## src/rtl/acs_pkg.sv

```systemverilog
// acs_pkg: shared widths, codes and types for the sorted assignment population
// used by the interfaces, the cost table unit and the top level
`default_nettype none

package acs_pkg;

  localparam int GENE_W    = 4;
  localparam int CAND_W    = 64;
  localparam int COST_W    = 7;
  localparam int SUM_W     = 11;
  localparam int CFG_W     = 5;
  localparam int CFG_IDX_W = 2;
  localparam int REQ_W     = 2;
  localparam int IDX_W     = 4;
  localparam int STAT_W    = 2;
  localparam int CNT_W     = 5;

  localparam logic [CFG_W-1:0] CFG_RESET = 5'd16;

  typedef enum logic [REQ_W-1:0] {
    REQ_WRITE  = 2'd0,
    REQ_INSERT = 2'd1,
    REQ_READ   = 2'd2
  } req_e;

  typedef enum logic [STAT_W-1:0] {
    STAT_OK       = 2'd0,
    STAT_BAD_GENE = 2'd1,
    STAT_BAD_RANK = 2'd2
  } status_e;

  typedef enum logic [CFG_IDX_W-1:0] {
    CFG_NUM_TASKS = 2'd0,
    CFG_NUM_PROCS = 2'd1,
    CFG_POP_SIZE  = 2'd2
  } cfg_idx_e;

  typedef enum logic [2:0] {
    S_IDLE,
    S_SUM,
    S_WREAD,
    S_WCMP,
    S_RADR,
    S_RDAT,
    S_DONE
  } state_e;

  typedef struct packed {
    logic             done;
    logic             bad;
    logic [SUM_W-1:0] sum;
  } sum_stat_t;

endpackage

`default_nettype wire

```

## src/rtl/acs_ram.sv

```systemverilog
// acs_ram: generic simple dual-port ram, one write port, one registered read port
// no dependencies
`default_nettype none

module acs_ram #(
  parameter int WIDTH = 8,
  parameter int DEPTH = 16
) (
  input  logic                     clk_i,
  input  logic                     we_i,
  input  logic [$clog2(DEPTH)-1:0] waddr_i,
  input  logic [WIDTH-1:0]         wdata_i,
  input  logic [$clog2(DEPTH)-1:0] raddr_i,
  output logic [WIDTH-1:0]         rdata_o
);

  logic [WIDTH-1:0] mem_q [DEPTH];
  logic [WIDTH-1:0] rdata_q;

  always_ff @(posedge clk_i) begin
    if (we_i) begin
      mem_q[waddr_i] <= wdata_i;
    end
    rdata_q <= mem_q[raddr_i];
  end

  assign rdata_o = rdata_q;

endmodule

`default_nettype wire

```

## src/rtl/acs_cost.sv

```systemverilog
// acs_cost: task-to-processor cost table and gene-by-gene cost summer
// depends on acs_pkg and acs_ram
`default_nettype none

module acs_cost
  import acs_pkg::*;
#(
  parameter int MAX_TASKS = 16,
  parameter int MAX_PROCS = 16
) (
  input  logic              clk_i,
  input  logic              rst_ni,
  input  logic              wr_en_i,
  input  logic [IDX_W-1:0]  wr_task_i,
  input  logic [IDX_W-1:0]  wr_proc_i,
  input  logic [COST_W-1:0] wr_cost_i,
  input  logic              start_i,
  input  logic [CAND_W-1:0] cand_i,
  input  logic [CFG_W-1:0]  num_tasks_i,
  input  logic [CFG_W-1:0]  num_procs_i,
  output sum_stat_t         stat_o
);

  localparam int TW     = (MAX_TASKS > 1) ? $clog2(MAX_TASKS) : 1;
  localparam int PW     = (MAX_PROCS > 1) ? $clog2(MAX_PROCS) : 1;
  localparam int CAW    = TW + PW;
  localparam int CDEPTH = 2 ** CAW;

  logic              busy_q, pend_q, done_q, bad_q;
  logic [CFG_W-1:0]  t_q;
  logic [SUM_W-1:0]  acc_q, acc_d;
  logic [CFG_W-1:0]  nt, np;
  logic [GENE_W-1:0] gene;
  logic              issue, stop, in_range;
  logic              tbl_we;
  logic [CAW-1:0]    tbl_waddr, tbl_raddr;
  logic [COST_W-1:0] tbl_rdata;

  always_comb begin
    nt = (32'(num_tasks_i) > MAX_TASKS) ? CFG_W'(MAX_TASKS) : num_tasks_i;
    np = (32'(num_procs_i) > MAX_PROCS) ? CFG_W'(MAX_PROCS) : num_procs_i;
    gene = cand_i[GENE_W*t_q[IDX_W-1:0] +: GENE_W];
    in_range = (t_q < nt);
    issue = busy_q && in_range && ({1'b0, gene} < np);
    stop = busy_q && !issue;
    acc_d = acc_q + (pend_q ? SUM_W'(tbl_rdata) : '0);
    tbl_raddr = {t_q[TW-1:0], gene[PW-1:0]};
    tbl_we = wr_en_i && (32'(wr_task_i) < MAX_TASKS) && (32'(wr_proc_i) < MAX_PROCS);
    tbl_waddr = {wr_task_i[TW-1:0], wr_proc_i[PW-1:0]};
  end

  always_ff @(posedge clk_i or negedge rst_ni) begin
    if (!rst_ni) begin
      busy_q <= 1'b0;
      pend_q <= 1'b0;
      done_q <= 1'b0;
      bad_q  <= 1'b0;
      t_q    <= '0;
    end else if (start_i) begin
      busy_q <= 1'b1;
      pend_q <= 1'b0;
      done_q <= 1'b0;
      bad_q  <= 1'b0;
      t_q    <= '0;
    end else begin
      pend_q <= issue;
      done_q <= stop;
      if (issue) begin
        t_q <= t_q + CFG_W'(1);
      end
      if (stop) begin
        busy_q <= 1'b0;
        bad_q  <= in_range;
      end
    end
  end

  always_ff @(posedge clk_i) begin
    if (start_i) begin
      acc_q <= '0;
    end else begin
      acc_q <= acc_d;
    end
  end

  acs_ram #(
    .WIDTH (COST_W),
    .DEPTH (CDEPTH)
  ) u_cost_ram (
    .clk_i   (clk_i),
    .we_i    (tbl_we),
    .waddr_i (tbl_waddr),
    .wdata_i (wr_cost_i),
    .raddr_i (tbl_raddr),
    .rdata_o (tbl_rdata)
  );

  assign stat_o = '{done: done_q, bad: bad_q, sum: acc_q};

endmodule

`default_nettype wire

```

## config.mk

```make
export PLATFORM = sky130hd
export DESIGN_NAME = acs_cost
export DESIGN_NICKNAME = d
export VERILOG_FILES = /design/src/rtl/acs_pkg.sv /design/src/rtl/acs_ram.sv /design/src/rtl/acs_cost.sv
export SDC_FILE = /design/constraint.sdc
export NUM_CORES = 2
export LEC_CHECK = 0
export BUFFER_PORTS_ARGS = -buffer_cell sky130_fd_sc_hd__buf_2
export CAP_MARGIN = 20
export CELL_PAD_IN_SITES_DETAIL_PLACEMENT = 0
export CELL_PAD_IN_SITES_GLOBAL_PLACEMENT = 2
export CORE_MARGIN = 5
export CORE_UTILIZATION = 46
export DETAILED_ROUTE_END_ITERATION = 8
export PLACE_DENSITY_LB_ADDON = 0.1
export SYNTH_ARGS = -nofsm -noshare
export SYNTH_HDL_FRONTEND = slang
export SYNTH_SLANG_ARGS = --single-unit
```

## constraint.sdc

```tcl
create_clock -name clk_i -period 5.1 [get_ports clk_i]
set_clock_uncertainty 0.1 [all_clocks]
set_input_delay 0.255 -clock clk_i [delete_from_list [all_inputs] [get_ports clk_i]]
set_output_delay 0.255 -clock clk_i [all_outputs]
set_load 0.03 [all_outputs]
```

======== Word-level counts from Yosys, hierarchy flattened ========
Memories as Yosys holds them, arrays and structs flattened. A register that Yosys moved wholly into a read port is not among the register bits.
Cells that the tools add are included.
operators by class
  shift operators ......................... 1
  add/subtract/negate cells ............... 2
  muxes and demuxes ....................... 13
  $lt $le $gt $ge ......................... 4
  reductions and logical operators ........ 6
operators with widths
  kind                                                   number
  variable part select 64 x 7 -> 4 bit                   1
  2-to-1 mux 5 bit                                       4
  adder 11 x 7 -> 11 bit                                 1
  greater-than comparator 5 bit (second input constant)  2
  2-to-1 mux 1 bit                                       8
  2-to-1 mux 7 bit                                       1
  adder 5 x 1 -> 5 bit (second input constant)           1
  less-than comparator 4 x 5 -> 1 bit                    1
  less-than comparator 5 bit                             1
  nonzero test 2 bit                                     2
  logical AND 1 bit                                      3
  logical NOT 1 bit                                      1
storage, ports and cells
  bits in writable memories ............... 1,792
  bits of input ports ..................... 93
  register bits ........................... 20
  output and inout bits ................... 13
  word-level logic and storage cells ...... 33
  memories ................................ 1
memory list
  memory            words  bits a word  rd ports  clocked after Yosys merged registers in  wr ports  RTL line       source
  u_cost_ram.mem_q  256    7            1         1                                        1         acs_ram.sv:17  logic [WIDTH-1:0] mem_q [DEPTH];

======== Longest topological paths before layout ========
  word-level depth ........................ 9
  gate-level depth with buffers ........... 18
  mapped depth without buffers ............ 12

======== By module ========
From an unflattened synthesis, not the netlist that was laid out.
second synthesis, totals
  cells, all modules ...................... 3,552
  area, all modules ....................... 72,030.3 um^2
by module, submodules not included
  module    cells an instance  seq. area each (um^2)  times used  area an instance (um^2)
  acs_ram   3,381              53,951.7               1           70,197.3
  acs_cost  171                445.4                  1           1,833.0

======== Worst setup path before layout ========
No wires, ideal clock.
  path kind ............................... flip-flop to flip-flop
  from .................................... reg t_q[0]
  to ...................................... reg done_q
  slack ................................... 0.877 ns
  data required time ...................... 4.929 ns
  stages on the path, launching flop included .. 19
  period minus slack after synthesis ...... 4.223 ns
  library setup time ...................... 0.071 ns
  path buffers ............................ 6
  arrival time ............................ 4.051 ns
  cell sequence ........................... dfrtp_1 buf_6 mux4_2 a22o_1 a221oi_4 inv_2 buf_2 buf_1 clkbuf_1 clkbuf_1 buf_1 ha_1 o31a_1 o21a_1 o21ai_0 a21oi_1 nor2_1 or2_2 nor2_1
between the ends
  word-level cells in the longest chain between the ends .. 6
  elaborated cells between the ends (all ways) .. 8
  classes of those cells .................. order compare (2); shift (1); mux (1); reduce/logical (4)
RTL lines
  what                                                                                RTL line                        source
  start: declaration                                                                  acs_cost.sv:30                  logic [CFG_W-1:0] t_q;
  start signal: assignment                                                            acs_cost.sv:69                  t_q <= t_q + CFG_W'(1);
  variable part select 64 x 7 -> 4 bit or less-than comparator 5 bit (tied branches)  acs_cost.sv:42, acs_cost.sv:43
  less-than comparator 4 x 5 -> 1 bit or logical AND 1 bit (tied branches)            acs_cost.sv:44                  issue = busy_q && in_range && ({1'b0, gene} < np);
  logical AND 1 bit (*)                                                               acs_cost.sv:44
  logical NOT 1 bit (*)                                                               acs_cost.sv:45                  stop = busy_q && !issue;
  logical AND 1 bit (*)                                                               acs_cost.sv:45
  2-to-1 mux 1 bit (*)                                                                acs_cost.sv:59                  end else if (start_i) begin
  end signal: assignment                                                              acs_cost.sv:67                  done_q <= stop;
  end: declaration                                                                    acs_cost.sv:29                  logic busy_q, pend_q, done_q, bad_q;
Mark *: on every way between the ends. The rest lies on a longest branch, timed or not.
A chain may end at the register's enable or synchronous reset.

======== Worst setup path after layout ========
  from .................................... reg t_q[0]
  to ...................................... reg u_cost_ram.rdata_q[0], in the netlist u_cost_ram.rdata_o[0] (read register of u_cost_ram.mem_q)
between the ends
  word-level cells in the longest chain between the ends .. 1
RTL lines
  what                                  RTL line        source
  variable part select 64 x 7 -> 4 bit  acs_cost.sv:42  gene = cand_i[GENE_W*t_q[IDX_W-1:0] +: GENE_W];
  end: declaration                      acs_ram.sv:18   logic [WIDTH-1:0] rdata_q;
Several ways; a longest one is shown, not always the timed one.

==> results list <==
- Timing analysis after detailed placement gives a worst setup slack of -94.90 ps.
* Clock insertion delay at the later pin of the skew report: 820 ps
* Cell count after placement: 7243
* Total global routing track utilization: 27.65%
- Final WS setup: 48.64 ps
- After floorplanning, the core was sized to cover 0.1578 mm2.
- Fraction of power consumed by combinational cells: 31.4%
* Placer congestion estimate: 0.8673
* Drt drc: 0
- Max Cap Viol: 0
- Share of power burned in registers: 38.2%
* Hold Crit Depth: 1
* Synth Register Bits: 1819
- Sum Neg Setup Slack: 0 ps
- Via count: 45594
* Antenna violations before repair: 9
- The critical path in this run is classified as register to register.
- Crit path max fanout: 75
* Data arrival time of the critical path: 5640 ps
- A synthesized cell averages 14.12 um2.
- Register-to-Register Path Depth: 11
- Final cycle utilization of the critical path: 99.05%
* Minimum setup slack among reg-to-reg paths: 50 ps
- The filler cells instantiated in the layout total 13241.
* Net load switching power: 15.30 mW
- IO Pins: 106
* Max-slew violations: 0
* Placed wire-length estimate: 148300 um
- Combined area of the multi-input logic cells: 0.01708 mm2
- The floorplan step defined a die boundary enclosing 0.1663 mm2.
* Commonest cells after routing, fill and taps aside: edfxtp_1, nand2_1, mux2i_1
- Number of nets in the layout: 5489
- The top cell type by area accounts for 73.94% of the synthesized area.
* Leading post-synthesis cells by cell area: edfxtp_1, nand2_1, mux2i_1
- The smallest clock period supported by the final layout is computed as 5051 ps.
- In this run the most critical hold path is launched from wr_cost_i[4].
* Wire length of the first global-routing pass: 332100 um
- The detail route stage leaves a number of antenna-violating nets equal to 0.
- The synthesized design spends more area on one cell type than any other, namely edfxtp_1.
- The min-delay analysis places its worst path in the category input port to register.
- Share of total power in the clock network: 30.3%
- Counting every instance in the synthesized netlist gives 5156.
- Counting along the longest clock path gives a buffer depth of 3.
- Sw frac: 35.10%
- Summing all flip-flop and latch instances after layout gives 0.05440 mm2.
- The worst setup path is captured at a register.
- For hold timing, the worst endpoint is u_cost_ram.mem_q[22][4].
* LEAKAGE: 27.98 nW
* Total count of hold-check failures in the final report: 0
* Number of buffers created by CTS: 192
- Result of the run: finished clean
* Sequential share of the synthesized area: 74.74%
- The Yosys step of the flow raised 0 warnings.
* Maximum number of pins on one net before global-route repair: 166
- The tree is rooted in a clkbuf_16.
- Setup violations remaining at the end of the flow were counted as 0.
- Worst reg2reg endpoint: u_cost_ram.rdata_o[0]
* Wire length after detailed routing: 234000 um
- Worst hold slack across all endpoints: 57.86 ps
- Number of clock sinks: 1819
- After floorplanning, the core was divided into 146 placement rows.
* Global route overflow: 0
- The initial utilization of the core area, before any placement, comes to 46.11%.
- Cell area after synthesis: 0.07278 mm2
- TritonCTS built the clock tree.
- Internal: 28.29 mW
* Data required time of the worst path: 5690 ps
- Height of the die: 407.8 um
* Reg2Reg Launch Point: t_q[0]
- Most instantiated flip-flop cell in the synthesis netlist: edfxtp_1
- After detailed placement, the total cell area comes to 0.07710 mm2.
- Post-route standard cell area excluding fillers: 0.08311 mm2
* Number of optimization iterations in the first detailed-route pass: 6
* H-tree depth: 4
* Ratio of cells with drive above 1 in the final layout: 11.93%
* Commonest non-fill, non-tap cell in the layout: edfxtp_1
- Chip Width: 407.8 um
- Nets in the synthesized netlist: 5265
- Based on the critical path, the design can be clocked at up to 0.1980 GHz.
- For the pin with the worst max-slew slack, the measured transition is 1279 ps.
* DR vias/cell: 5.994
- After clock tree synthesis, the clock-pin slew on the worst setup and hold paths is 60 ps.
* Violation count after the first detailed-routing iteration: 5361
- Number of buffers added on ports: 105
- The finished layout holds 7607 standard cells, fillers aside.
- Netlist cell types: 77
- Via count of the first global-routing pass: 43808
- Worst IR Drop VDD: 0.3922 mV
- For this design the ratio of total power to cell area is 524.5 mW/mm2.
- STA classifies the critical path startpoint as a register.
- Relative to the synthesized area, the layout overhead comes to 14.19%.
* Slew HR: 14.76%
- Yosys mapped a number of flops with a built-in enable equal to 1792.
- Share of synthesized registers carrying an async set or reset: 0.4948%
* Average wire per standard cell: 30.76 um
==> worst max path at each step <==
stage                                  to  slack, ps   start  depth (start not counted)
floorplan                          done_q        880  t_q[0]                         18
global placement    u_cost_ram.rdata_o[5]        -70  t_q[0]                         13
detailed placement  u_cost_ram.rdata_o[0]        -90  t_q[0]                         11
CTS                 u_cost_ram.rdata_o[0]         40  t_q[0]                         11
global route        u_cost_ram.rdata_o[0]       -0.3  t_q[0]                         11
finish              u_cost_ram.rdata_o[0]         50  t_q[0]                         11
==> logic make-up (layout without fill, tap and decap cells) <==
group,Yosys count,count (layout),share of synthesized area [%]
AOI/OAI and AO/OA,603,603,5.976
xor gates and xnor gates,11,11,0.1324
adders and majority gates,16,16,0.2854
buffers and inverters,353,730,2.008
DFF,1819,1819,74.74
muxes,350,350,5.085
other,0,2,0
and+or+nand+nor,2004,2004,11.77
==> per-stage QoR <==
stage	utilization [%]	total power, mW
after CTS	52.64	43.66
after floorplan	-	24.09
after detailed placement	48.85	30.50
final	52.66	43.59
after global routing	52.65	45.12
after global placement	48.84	30.48
==> synthesized netlist by cell type, drive strengths merged (50+ instances only) <==
library cell / count
o22ai: 61
nand2: 1129
a32oi: 57
edfxtp: 1792
clkbuf: 203
mux2i: 333
a211oi: 50
a21oi: 132
a31oi: 76
nand4: 72
buf: 137
nor2: 296
nand3: 328
==> registers in the layout, indices dropped and copies added (netlist names) <==
signal and count:
busy_q 1, pend_q 1, t_q 5, u_cost_ram.rdata_o 7, acc_q 11, bad_q 1
u_cost_ram.mem_q 1792, done_q 1
==> critical path, stage by stage, from the launching register on <==
cell and delay, ps:
dfrtp_4 570, buf_4 200, mux4_2 540, mux4_4 760, buf_12 250, and2_0 270
a211oi_1 290, a311oi_1 100, or3_1 410, o21ai_1 310, nand4_1 560, o211a_1 410
==> power by group through the flow <==
stage	clock (mW)	combinational [mW]	sequential [mW]
floorplan	0	7.19	16.9
global route	14.0	14.4	16.7
CTS	13.4	13.6	16.7
detailed placement	0	13.5	17.0
global placement	0	13.5	17.0
finish	13.2	13.7	16.7
==> per-layer routing <==
layer | share of wire, % | global-route usage (%) | vias up
li1 | - | - | 19926
met1 | 44 | 41.07 | 23358
met2 | 45 | 42.00 | 1982
met3 | 8.2 | 5.494 | 324
met4 | 2.8 | 7.456 | 4
met5 | 0.014 | 0 | -
==> layout make-up <==
cell class,count,area share [%]
diodes,2,0.006022
clock buffers,252,6.139
clock inverters,95,0.8988
inverters,13,0.06624
multi-input cells,2984,20.55
flip-flops and latches,1819,65.46
well taps,2072,3.119
repair buffers,370,3.759
==> repair_timing <==
item / 4_1_cts / 5_1_grt
gates resized for setup: 3 / 2
setup buffers: 0 / 3
pin swaps: 1 / 2
hold buffers: 12 / 0
endpoints found under the hold margin: 363 / 0
setup endpoints to repair: 2 / 1
No activity file was read; power rests on OpenSTA's default activity.
