[src/rtl/acs_ram.sv]
// acs_ram: generic simple dual-port ram, one write port, one registered read port
// no dependencies
`default_nettype none

module acs_ram #(
  parameter int WIDTH = 8,
  parameter int DEPTH = 16
) (
  input  logic                     clk_i,
  input  logic                     we_i,
  input  logic [$clog2(DEPTH)-1:0] waddr_i,
  input  logic [WIDTH-1:0]         wdata_i,
  input  logic [$clog2(DEPTH)-1:0] raddr_i,
  output logic [WIDTH-1:0]         rdata_o
);

  logic [WIDTH-1:0] mem_q [DEPTH];
  logic [WIDTH-1:0] rdata_q;

  always_ff @(posedge clk_i) begin
    if (we_i) begin
      mem_q[waddr_i] <= wdata_i;
    end
    rdata_q <= mem_q[raddr_i];
  end

  assign rdata_o = rdata_q;

endmodule

`default_nettype wire

[config.mk]
export PLATFORM = sky130hd
export DESIGN_NAME = acs_ram
export DESIGN_NICKNAME = d
export VERILOG_FILES = /design/src/rtl/acs_ram.sv
export SDC_FILE = /design/constraint.sdc
export NUM_CORES = 1
export LEC_CHECK = 0
export CORE_UTILIZATION = 37
export DETAILED_ROUTE_END_ITERATION = 12
export DONT_BUFFER_PORTS = 1
export PLACE_DENSITY = 0.5
export SYNTH_ARGS = -nofsm -noshare
export SYNTH_HDL_FRONTEND = slang
export SYNTH_SLANG_ARGS = --single-unit
[constraint.sdc]
create_clock -name clk_i -period 2.1 [get_ports clk_i]
set_input_delay 0.105 -clock clk_i [delete_from_list [all_inputs] [get_ports clk_i]]
set_output_delay 0.105 -clock clk_i [all_outputs]
set_load 0.005 [all_outputs]
# Yosys cells after proc, flatten, opt, wreduce, memory -nomap -nowiden
# Memories as Yosys holds them, arrays and structs flattened. A register that Yosys moved wholly into a read port is not among the register bits.
# Cells that the tools add are included.
# totals
word_cells	3
register_bits	0
input_bits	18
output_inout_bits	8
ramBits	128
memories	1
# classes
muxes	2
# memory_table
name	words	width	read_ports	rd_clocked_by_memory_dff	wr	line_no	source
mem_q	16	8	1	1	1	17	logic [WIDTH-1:0] mem_q [DEPTH];
# ops
operator	n
$mux 1	2

# Longest topological paths before layout
# Gate-level depths: netlist (run 1).
# depth
depth_word	2
ltp_mapped	5
mapped_depth_nobuf	3

# Worst setup path before layout (run 1)
# No wires, ideal clock.
# synth_timing
path_type	input -> register
startpoint	in waddr_i[2]
endpoint	mem mem_q[0][0], enable pin
slack_ps	502
setup_time_ps	383
t_required_ps	1717
path_buffers	0
arrival_time_ps	1215
stages	2
cell_sequence	or3b_2 -> nor3_1
# synth_rtl
item	line_no	source
start: declaration	11	input logic [$clog2(DEPTH)-1:0] waddr_i,
end: declaration	17	
# Straight into the memory's write port.

==> metrics.md, run 1 <==
| Metric | Value |
|---|---|
| Resize count post-CTS | 0 |
| Routed wire length per instance | 22.5 microns |
| Syn Area/Cell | 22.5 sq um |
| Critical path class | primary input to flop |
| Critical path data arrival time | 1.66 ns |
| Final hold viol count | 0 |
| First-pass GRT wire length | 15,300 microns |
| Drt drc | 0 |
| Power per cell area | 1030 nW/um^2 |
| Layout area overhead | 18.8% |
| Nets | 283 |
| CTS buffer count | 17 |
| # diodes | 0 |
| Maxcap violations | 0 |
| Clock slew at reported path FFs | 0.05 ns |
| WL final | 10,200 microns |
| Cells after synthesis | 229 |
| CTS Root Cell | clkbuf_16 |
| # IOs | 26 |
| Die Area | 14,400 sq um |
| CP endpoint kind | flop |
| Gr usage total | 0.158 |
| Fmax | 733 MHz |
| Setup crit start kind | primary input |
| Fin crit share | 0.649 |
| Count of cell types in the netlist | 19 |
| Maximum VDD drop | 0.000488 V |
| Critical R2R Launch | mem_q[3][6] |
| Hold-fix buffers at CTS | 10 |
| Leak pwr | 2.03 nW |
| Setup WS pre-CTS | 0.771 ns |
| Status | complete, no violations |
| Initial DRC count | 154 |
| Yosys reg bits | 136 |
| Core area | 13,400 sq um |
| Crit-path max FO | 26 |
| Synthesized net count | 247 |
| Number of global-route vias before repair | 2,468 |
| DP HPWL | 6070 microns |
| Pin count of the biggest net entering global routing | 33 |
| Congestion Overflow GR | 0 |
| CTS sink cnt | 136 |
| Die width | 120 microns |
| Rel. slew slack | 0.493 |
| Worst-margin pin slew | 0.759 ns |
| Power Total | 0.00630 W |
| Worst skew pair latency | 0.41 ns |
| Hold WC Path Type | primary input to flop |
| Unrepaired setup endpoints after global routing | false |
| Placer Congestion | 0.698 |
| Warnings, synthesis | 0 |
| Maximum clock path buffer count | 2 |
| Fin. max-slew vios | 0 |
| Post-CTS Repair Setup Buffers | 0 |
| Final worst-path setup slack | 0.736 ns |
| H-tree depth | 4 |
| Setup TNS | 0 ns |
| Router iterations before antenna repair | 4 |
| Initial Util | 0.384 |
| Worst Setup SP | raddr_i[1] |
| Routed via count | 2,318 |
| Vias per cell | 5.11 |
| Share of layout cells above drive strength 1 | 0.237 |
| Worst endpoint required time | 2.40 ns |
| FP Rows | 42 |
| Post-DRT Antenna Nets | 0 |
| Register area share after synthesis | 0.778 |
| Count of final setup violators | 0 |
| Min Tclk post-route | 1.36 ns |
| Initial antenna violation count | 0 |
| CTS tree | yes |
| IO Port Bufs | 0 |
| Die H | 120 microns |
| Skew final | 0.00500 ns |
| Hold Startpoint | raddr_i[1] |
| Post-Syn Area | 5150 sq um |
placed cells by master, fill, tap and decap left out, drive strengths merged:
master,instances
edfxtp,128
mux4,32
clkbuf,23
buf,17
a22oi,16
nor2,13
dlygate4sd3,10
nand2,9
dfxtp,8
clkinv,6
nor3,4
bufinv,3
nand3b,2
nand2b,2
nor2b,1
and2,1
and2b,1
nand3,1
or3b,1
flip-flops by register name (all words and copies together), names as in the netlist:
| signal | flops |
|---|---|
| mem_q | 128 |
| rdata_o | 8 |
kinds of logic (layout without fill, tap and decap cells):
family          Yosys count  count (layout)  synth area share
mux                      32              32             0.150
flops                   136             136             0.778
simple gates             35              35            0.0318
compound gates           16              16            0.0233
buf+inv                  10              59            0.0168
critical path: stages:
cell and delay, ns:
dlygate4sd3_1 0.86, mux4_1 0.37, a22oi_1 0.25, nand2_1 0.07
layout make-up:
type | count | area [sq um]
Fill cell | 1121 | 7280
Sequential cell | 136 | 4000
Multi-Input combinational cell | 83 | 1060
Clock buffer | 23 | 488
Timing Repair Buffer | 27 | 228
Tap cell | 176 | 220
Clock inverter | 9 | 120
path summary, 6_finish.rpt:
check,to,slack (ns),cells past startpoint
min,rdata_o[4],0.02,3
max reg2reg,rdata_o[6],0.77,3
min reg2reg,rdata_o[1],0.66,3
max,rdata_o[3],0.74,4
power by group:
| part | total [W] | internal [W] | switching, W |
|---|---|---|---|
| registers | 0.00306 | 0.00304 | 0.0000236 |
| clock network | 0.00302 | 0.00198 | 0.00104 |
| logic | 0.000218 | 0.000106 | 0.000112 |
| total | 0.00630 | 0.00512 | 0.00117 |
Yosys cell counts:
library cell,number,area share
or3b_2,1,0.0017
nand2_1,9,0.0066
nand2b_1,2,0.0024
buf_6,3,0.0066
nor3_1,4,0.0039
edfxtp_1,128,0.75
mux4_1,14,0.071
clkdlybuf4s25_2,3,0.0058
and2_1,1,0.0012
nor2b_1,1,0.0012
and2b_1,1,0.0015
buf_2,3,0.0029
nand3_1,1,0.00097
a22oi_1,16,0.023
dfxtp_1,8,0.031
nand3b_1,2,0.0029
mux4_2,18,0.079
buf_4,1,0.0015
nor2_1,13,0.0095
metrics by stage:
stage | instance area [sq um] | std cells | util | hold WS [ns]
2_1_floorplan | 5150 | 229 | - | 0.204
3_5_place_dp | 5410 | 412 | 0.404 | 0.205
5_1_grt | 6120 | 454 | 0.456 | 0.00867
4_1_cts | 6120 | 454 | 0.456 | 0.00806
3_3_place_gp | 5410 | 412 | 0.404 | 0.204
6_report | 6120 | 454 | 0.456 | 0.0188
layer usage:
metal | part of all wire | up-vias | wire [microns] | global-route usage
met1 | 0.44 | 1192 | 4500 | 0.204
met3 | 0.074 | 17 | 755 | 0.0699
met2 | 0.47 | 65 | 4810 | 0.237
met4 | 0.014 | 0 | 142 | 0.0563
li1 | - | 1044 | - | -
met5 | 0 | - | 0 | 0
Power figures use the tool's default switching activity.
==> inputs of run 2 (changes only) <==
PLACE_DENSITY = 0.52   (was 0.5)
clock period = 1.18 ns   (was 2.1 ns; I/O delays follow)
==> run 2 against run 1 <==
The flow now finishes with violations (hold timing, setup timing); wire length decreased by 0.90%; core utilization increased by 0.89 points; register-to-register slack got worse by 0.86 ns; critical endpoint unchanged; largest power group is now the clock network.
==> metrics.md, run 2 (same netlist as run 1, synthesis figures left out) <==
| Metric | Value |
|---|---|
| Status | finished with violations |
| Failing checks | hold timing, setup timing |
| Crit-path max FO | 1 |
| Router iterations before antenna repair | 5 |
| DP HPWL | 5940 microns |
| Setup crit start kind | flop |
| CP max stage delay | 0.49 ns |
| Cell depth of the worst flop-to-flop path | 3 |
| Congestion Overflow GR | 0 |
| Rel. slew slack | 0.339 |
| Final worst-path setup slack | -0.0892 ns |
| Count of final setup violators | 8 |
| Maximum clock path buffer count | 2 |
| Worst Hold Path EP | rdata_o[0] |
| Clock slew at reported path FFs | 0.05 ns |
| CTS sink cnt | 136 |
| Critical-path cell list | mux4_2 > a22oi_2 > nand2_1 |
| # IOs | 26 |
| Power Total | 0.0113 W |
| Layout area overhead | 21.1% |
| Final Hold Slack | -0.0350 ns |
| WL final | 10,100 microns |
| Min Tclk post-route | 1.27 ns |
| Gr usage total | 0.159 |
| Die H | 120 microns |
| Worst skew pair latency | 0.41 ns |
| Initial DRC count | 216 |
| CTS tree | yes |
| # diodes | 0 |
| Post-CTS Repair Setup Buffers | 0 |
| Reg2Reg Setup Slack | -0.09 ns |
| Worst endpoint required time | 1.48 ns |
| H-tree depth | 4 |
| CP endpoint kind | flop |
| Vias per cell | 5.16 |
| Die width | 120 microns |
| Layout fillers | 1,154 |
| Skew final | 0.00393 ns |
| CTS buffer count | 17 |
| Post-DRT Antenna Nets | 0 |
| Critical R2R Launch | mem_q[2][3] |
| FP Rows | 42 |
| Max reg flops | 128 |
| Final hold viol count | 8 |
| Share of layout cells above drive strength 1 | 0.337 |
| Biggest register | mem_q |
| Unrepaired setup endpoints after global routing | true |
| Initial Util | 0.384 |
| Maxcap violations | 0 |
| Worst-margin pin slew | 0.989 ns |
| Fin crit share | 1.08 |
| Hold WC Path Type | primary input to flop |
| Register area | 4000 sq um |
| Commonest non-fill, non-tap cell in the layout | edfxtp_1 |
| Reg-to-Reg End | rdata_o[3] |
| IO Port Bufs | 0 |
| Worst path slowest cell | mux4_2 |
| Inst Count DP | 413 |
| Placer Congestion | 0.673 |
| Number of global-route vias before repair | 2,542 |
| First-pass GRT wire length | 15,500 microns |
| Pin count of the biggest net entering global routing | 33 |
| Routed via count | 2,349 |
| WHS Path Cells | 3 |
| Hold-fix buffers at CTS | 10 |
| Nets | 284 |
| Die Area | 14,400 sq um |
| Area occupied by multi-input gates | 1110 sq um |
| Commonest non-fill, non-tap cells in the layout | edfxtp_1, mux4_2, clkbuf_16 |
| Fmax | 788 MHz |
| Setup WS pre-CTS | -0.222 ns |
| Fin. max-slew vios | 0 |
| Critical path class | flop to flop |
| Drt drc | 0 |
| Routed wire length per instance | 22.2 microns |
| Maximum VDD drop | 0.000973 V |
| CTS Root Cell | clkbuf_16 |
| Power per cell area | 1820 nW/um^2 |
| Hold Startpoint | raddr_i[1] |
| Initial antenna violation count | 0 |
| Leak pwr | 2.01 nW |
| Fin cells | 455 |
| Core area | 13,400 sq um |
| Critical path data arrival time | 1.57 ns |
[run 2: changes by cell type in the layout (fill, tap and decap cells not counted), sizes merged]
cell	delta
bufinv	+1
clkbuf	-1
clkinv	-1
buf	+1
clkinvlp	+1
[run 2: what timing repair did]
action,4_1_cts,5_1_grt
setup endpoints to repair,8,8
hold endpoints to repair,152,8
pin swaps,10,4
gates resized for setup,18,6
[run 2: how the worst max path moves through the flow]
stage	depth (start not counted)	from	end	slack, ns
detailed placement	3	mem_q[2][3]	rdata_o[3]	-0.22
global route	3	mem_q[10][6]	rdata_o[6]	-0.13
global placement	3	mem_q[1][3]	rdata_o[3]	-0.20
floorplan	5	raddr_i[0]	rdata_o[1]	-0.02
CTS	3	mem_q[2][3]	rdata_o[3]	-0.11
finish	3	mem_q[2][3]	rdata_o[3]	-0.09
[run 2: routing by layer]
metal	up-vias	wire (microns)	track usage
li1	1040	-	-
met1	1245	4480	0.204
met2	56	5080	0.245
met3	8	462	0.0627
met4	0	93	0.0555
met5	-	0	0
[run 2: worst max-delay path, delay by kind of cell, from the launching register on]
kind	cells	cell delay [ns]
multiplexers	1	0.49
flip-flops	1	0.38
AND/OR/NAND/NOR	1	0.08
AO/OA/AOI/OAI	1	0.20
[run 2: area by class of cell]
cell class / count / area share
clock inverters: 10 / 0.0241
well taps: 176 / 0.0353
flip-flops and latches: 136 / 0.642
multi-input cells: 83 / 0.178
repair buffers: 28 / 0.0457
clock buffers: 22 / 0.0744
[run 2: power breakdown]
group,internal [W],switching (W)
registers,0.00541,0.0000392
logic,0.000213,0.000217
clock network,0.00362,0.00183
[run 2: through the flow]
stage	TNS, ns	hold slack (ns)	utilization	cell area [sq um]
after floorplan	-0.0849	0.158	-	5190
after global placement	-1.03	0.159	0.410	5500
after detailed placement	-1.19	0.159	0.410	5500
after CTS	-0.567	-0.0666	0.464	6220
after global routing	-0.774	-0.0501	0.465	6240
final	-0.401	-0.0350	0.465	6240
==> inputs of run 3 (changes only) <==
PLACE_DENSITY = 0.5   (was 0.52)
clock period = 1.3 ns   (was 1.18 ns; I/O delays follow)
==> run 3 against run 2 <==
The flow finishes with violations (hold timing); via count fell by 1.4%; first-iteration DRC count fell by 25%; worst hold slack improved by 0.034 ns.
==> metrics.md, run 3 (same netlist as run 1, synthesis figures left out) <==
| Metric | Value |
|---|---|
| Cell-internal power | 0.00827 W |
| Gr usage total | 0.157 |
| Routed via count | 2,317 |
| Drt drc | 0 |
| Die Area | 14,400 sq um |
| # IOs | 26 |
| Fin crit share | 0.973 |
| Congestion Overflow GR | 0 |
| Count of final setup violators | 0 |
| DP HPWL | 6060 microns |
| Hold WC Path Type | primary input to flop |
| NetSw | 0.00197 W |
| CTS sink cnt | 136 |
| Rel. slew slack | 0.259 |
| Worst path slowest cell | mux4_2 |
| Worst endpoint required time | 1.59 ns |
| Post-CTS Repair Setup Buffers | 0 |
| Routed wire length per instance | 22.5 microns |
| Power per cell area | 1660 nW/um^2 |
| Reg power frac | 0.482 |
| Final hold viol count | 1 |
| Clock slew at reported path FFs | 0.06 ns |
| Maximum clock path buffer count | 2 |
| Sw frac | 0.192 |
| IO Port Bufs | 0 |
| Min Tclk post-route | 1.27 ns |
| Vias per cell | 5.13 |
| FP Rows | 42 |
| CP max stage delay | 0.48 ns |
| Maxcap violations | 0 |
| Worst-margin pin slew | 1.11 ns |
| Commonest non-fill, non-tap cells in the layout | edfxtp_1, mux4_2, clkbuf_16 |
| Maximum VDD drop | 0.00101 V |
| Initial Util | 0.384 |
| Biggest register | mem_q |
| Number of global-route vias before repair | 2,592 |
| CTS Root Cell | clkbuf_16 |
| Commonest non-fill, non-tap cell in the layout | edfxtp_1 |
| Die width | 120 microns |
| Core area | 13,400 sq um |
| First-pass GRT wire length | 15,500 microns |
| Leak pwr | 1.96 nW |
| Pin count of the biggest net entering global routing | 33 |
| Die H | 120 microns |
| # diodes | 0 |
| CTS tree | yes |
| H-tree depth | 4 |
| Initial DRC count | 163 |
| Crit-path max FO | 1 |
| CP Buf/Inv Count | 0 |
| CTS buffer count | 17 |
| Layout area overhead | 19.6% |
| Share of layout cells above drive strength 1 | 0.326 |
| Final Hold Slack | -0.00145 ns |
| Combinational power share | 0.039 |
| Max reg flops | 128 |
| Critical path class | flop to flop |
| Failing checks | hold timing |
| Status | finished with violations |
| Nets | 281 |
| Critical-path cell list | mux4_2 > a22oi_2 > nand2_1 |
| Fin. max-slew vios | 0 |
| CP endpoint kind | flop |
| Fin cells | 452 |
| Post-DRT Antenna Nets | 0 |
| Inst Count DP | 411 |
| Unrepaired setup endpoints after global routing | true |
| Initial antenna violation count | 0 |
| Fmax | 790 MHz |
| Skew final | 0.0117 ns |
| Clock share of power | 0.479 |
| Top Family by Delay on Critical Path | multiplexers |
| Worst skew pair latency | 0.41 ns |
| Critical path data arrival time | 1.55 ns |
| Router iterations before antenna repair | 4 |
| Placer Congestion | 0.696 |
| Setup crit start kind | flop |
| WL final | 10,200 microns |
## run 3: changes by cell type in the layout (fill, tap and decap cells not counted), moves of 2 or more
cell | previous run | this run
clkinv_2 | 3 | 1
nor2_2 | 3 | 0
dlygate4sd3_1 | 10 | 8
buf_12 | 4 | 1
a22oi_2 | 13 | 15
clkinvlp_4 | 1 | 6
clkbuf_8 | 2 | 0
clkbuf_1 | 3 | 1
nor2_1 | 10 | 13
a22oi_1 | 3 | 1
buf_4 | 14 | 16
nor3_1 | 1 | 3
## run 3: power groups by stage
stage	Clock (W)	Sequential [W]	Combinational [W]
floorplan	0	0.00502	0.000249
global placement	0	0.00503	0.000269
detailed placement	0	0.00503	0.000271
CTS	0.00499	0.00494	0.000385
global route	0.00517	0.00495	0.000430
finish	0.00490	0.00494	0.000398
## run 3: worst min-delay path: stages
cell,delay (ns)
mux4_2,0.17
a22oi_2,0.07
nand2_1,0.07
## run 3: path summary, 6_finish.rpt
check | startpoint | slack, ns | cells past startpoint | to
worst max-delay path | mem_q[11][0] | 0.03 | 3 | rdata_o[0]
worst min-delay path | raddr_i[1] | -0.001 | 3 | rdata_o[4]
worst max register to register | mem_q[11][0] | 0.03 | 3 | rdata_o[0]
worst min register to register | mem_q[12][5] | 0.69 | 3 | rdata_o[5]
## run 3: routing by layer
layer,GRT usage,routed length [microns],up-vias
li1,-,-,1029
met1,0.207,4760,1225
met2,0.243,4790,54
met3,0.0537,528,9
met4,0.0539,95,0
met5,0,0,-
## run 3: through the flow
step	TNS (ns)	util	setup WS, ns	total power (W)	cell area, sq um
after floorplan	-0.863	-	-0.0311	0.00527	5150
after global placement	-0.0611	0.403	-0.0360	0.00530	5410
after detailed placement	-0.150	0.403	-0.0740	0.00530	5410
after CTS	-0.00737	0.458	-0.00483	0.0103	6140
after global routing	-0.00996	0.459	-0.00996	0.0106	6150
final	0	0.459	0.0349	0.0102	6150
## run 3: cell type report
type	instances	area [sq um]
flip-flops and latches	136	4000
multi-input cells	83	1100
repair buffers	25	220
clock buffers	18	429
fillers	1145	7250
clock inverters	14	181
well taps	176	220
## run 3: repair_timing
action / in CTS / in global routing
endpoints found under the setup margin: 6 / 8
pin swaps: 0 / 10
endpoints found under the hold margin: 135 / 0
gates resized for setup: 10 / 15
hold buffers: 9 / 0
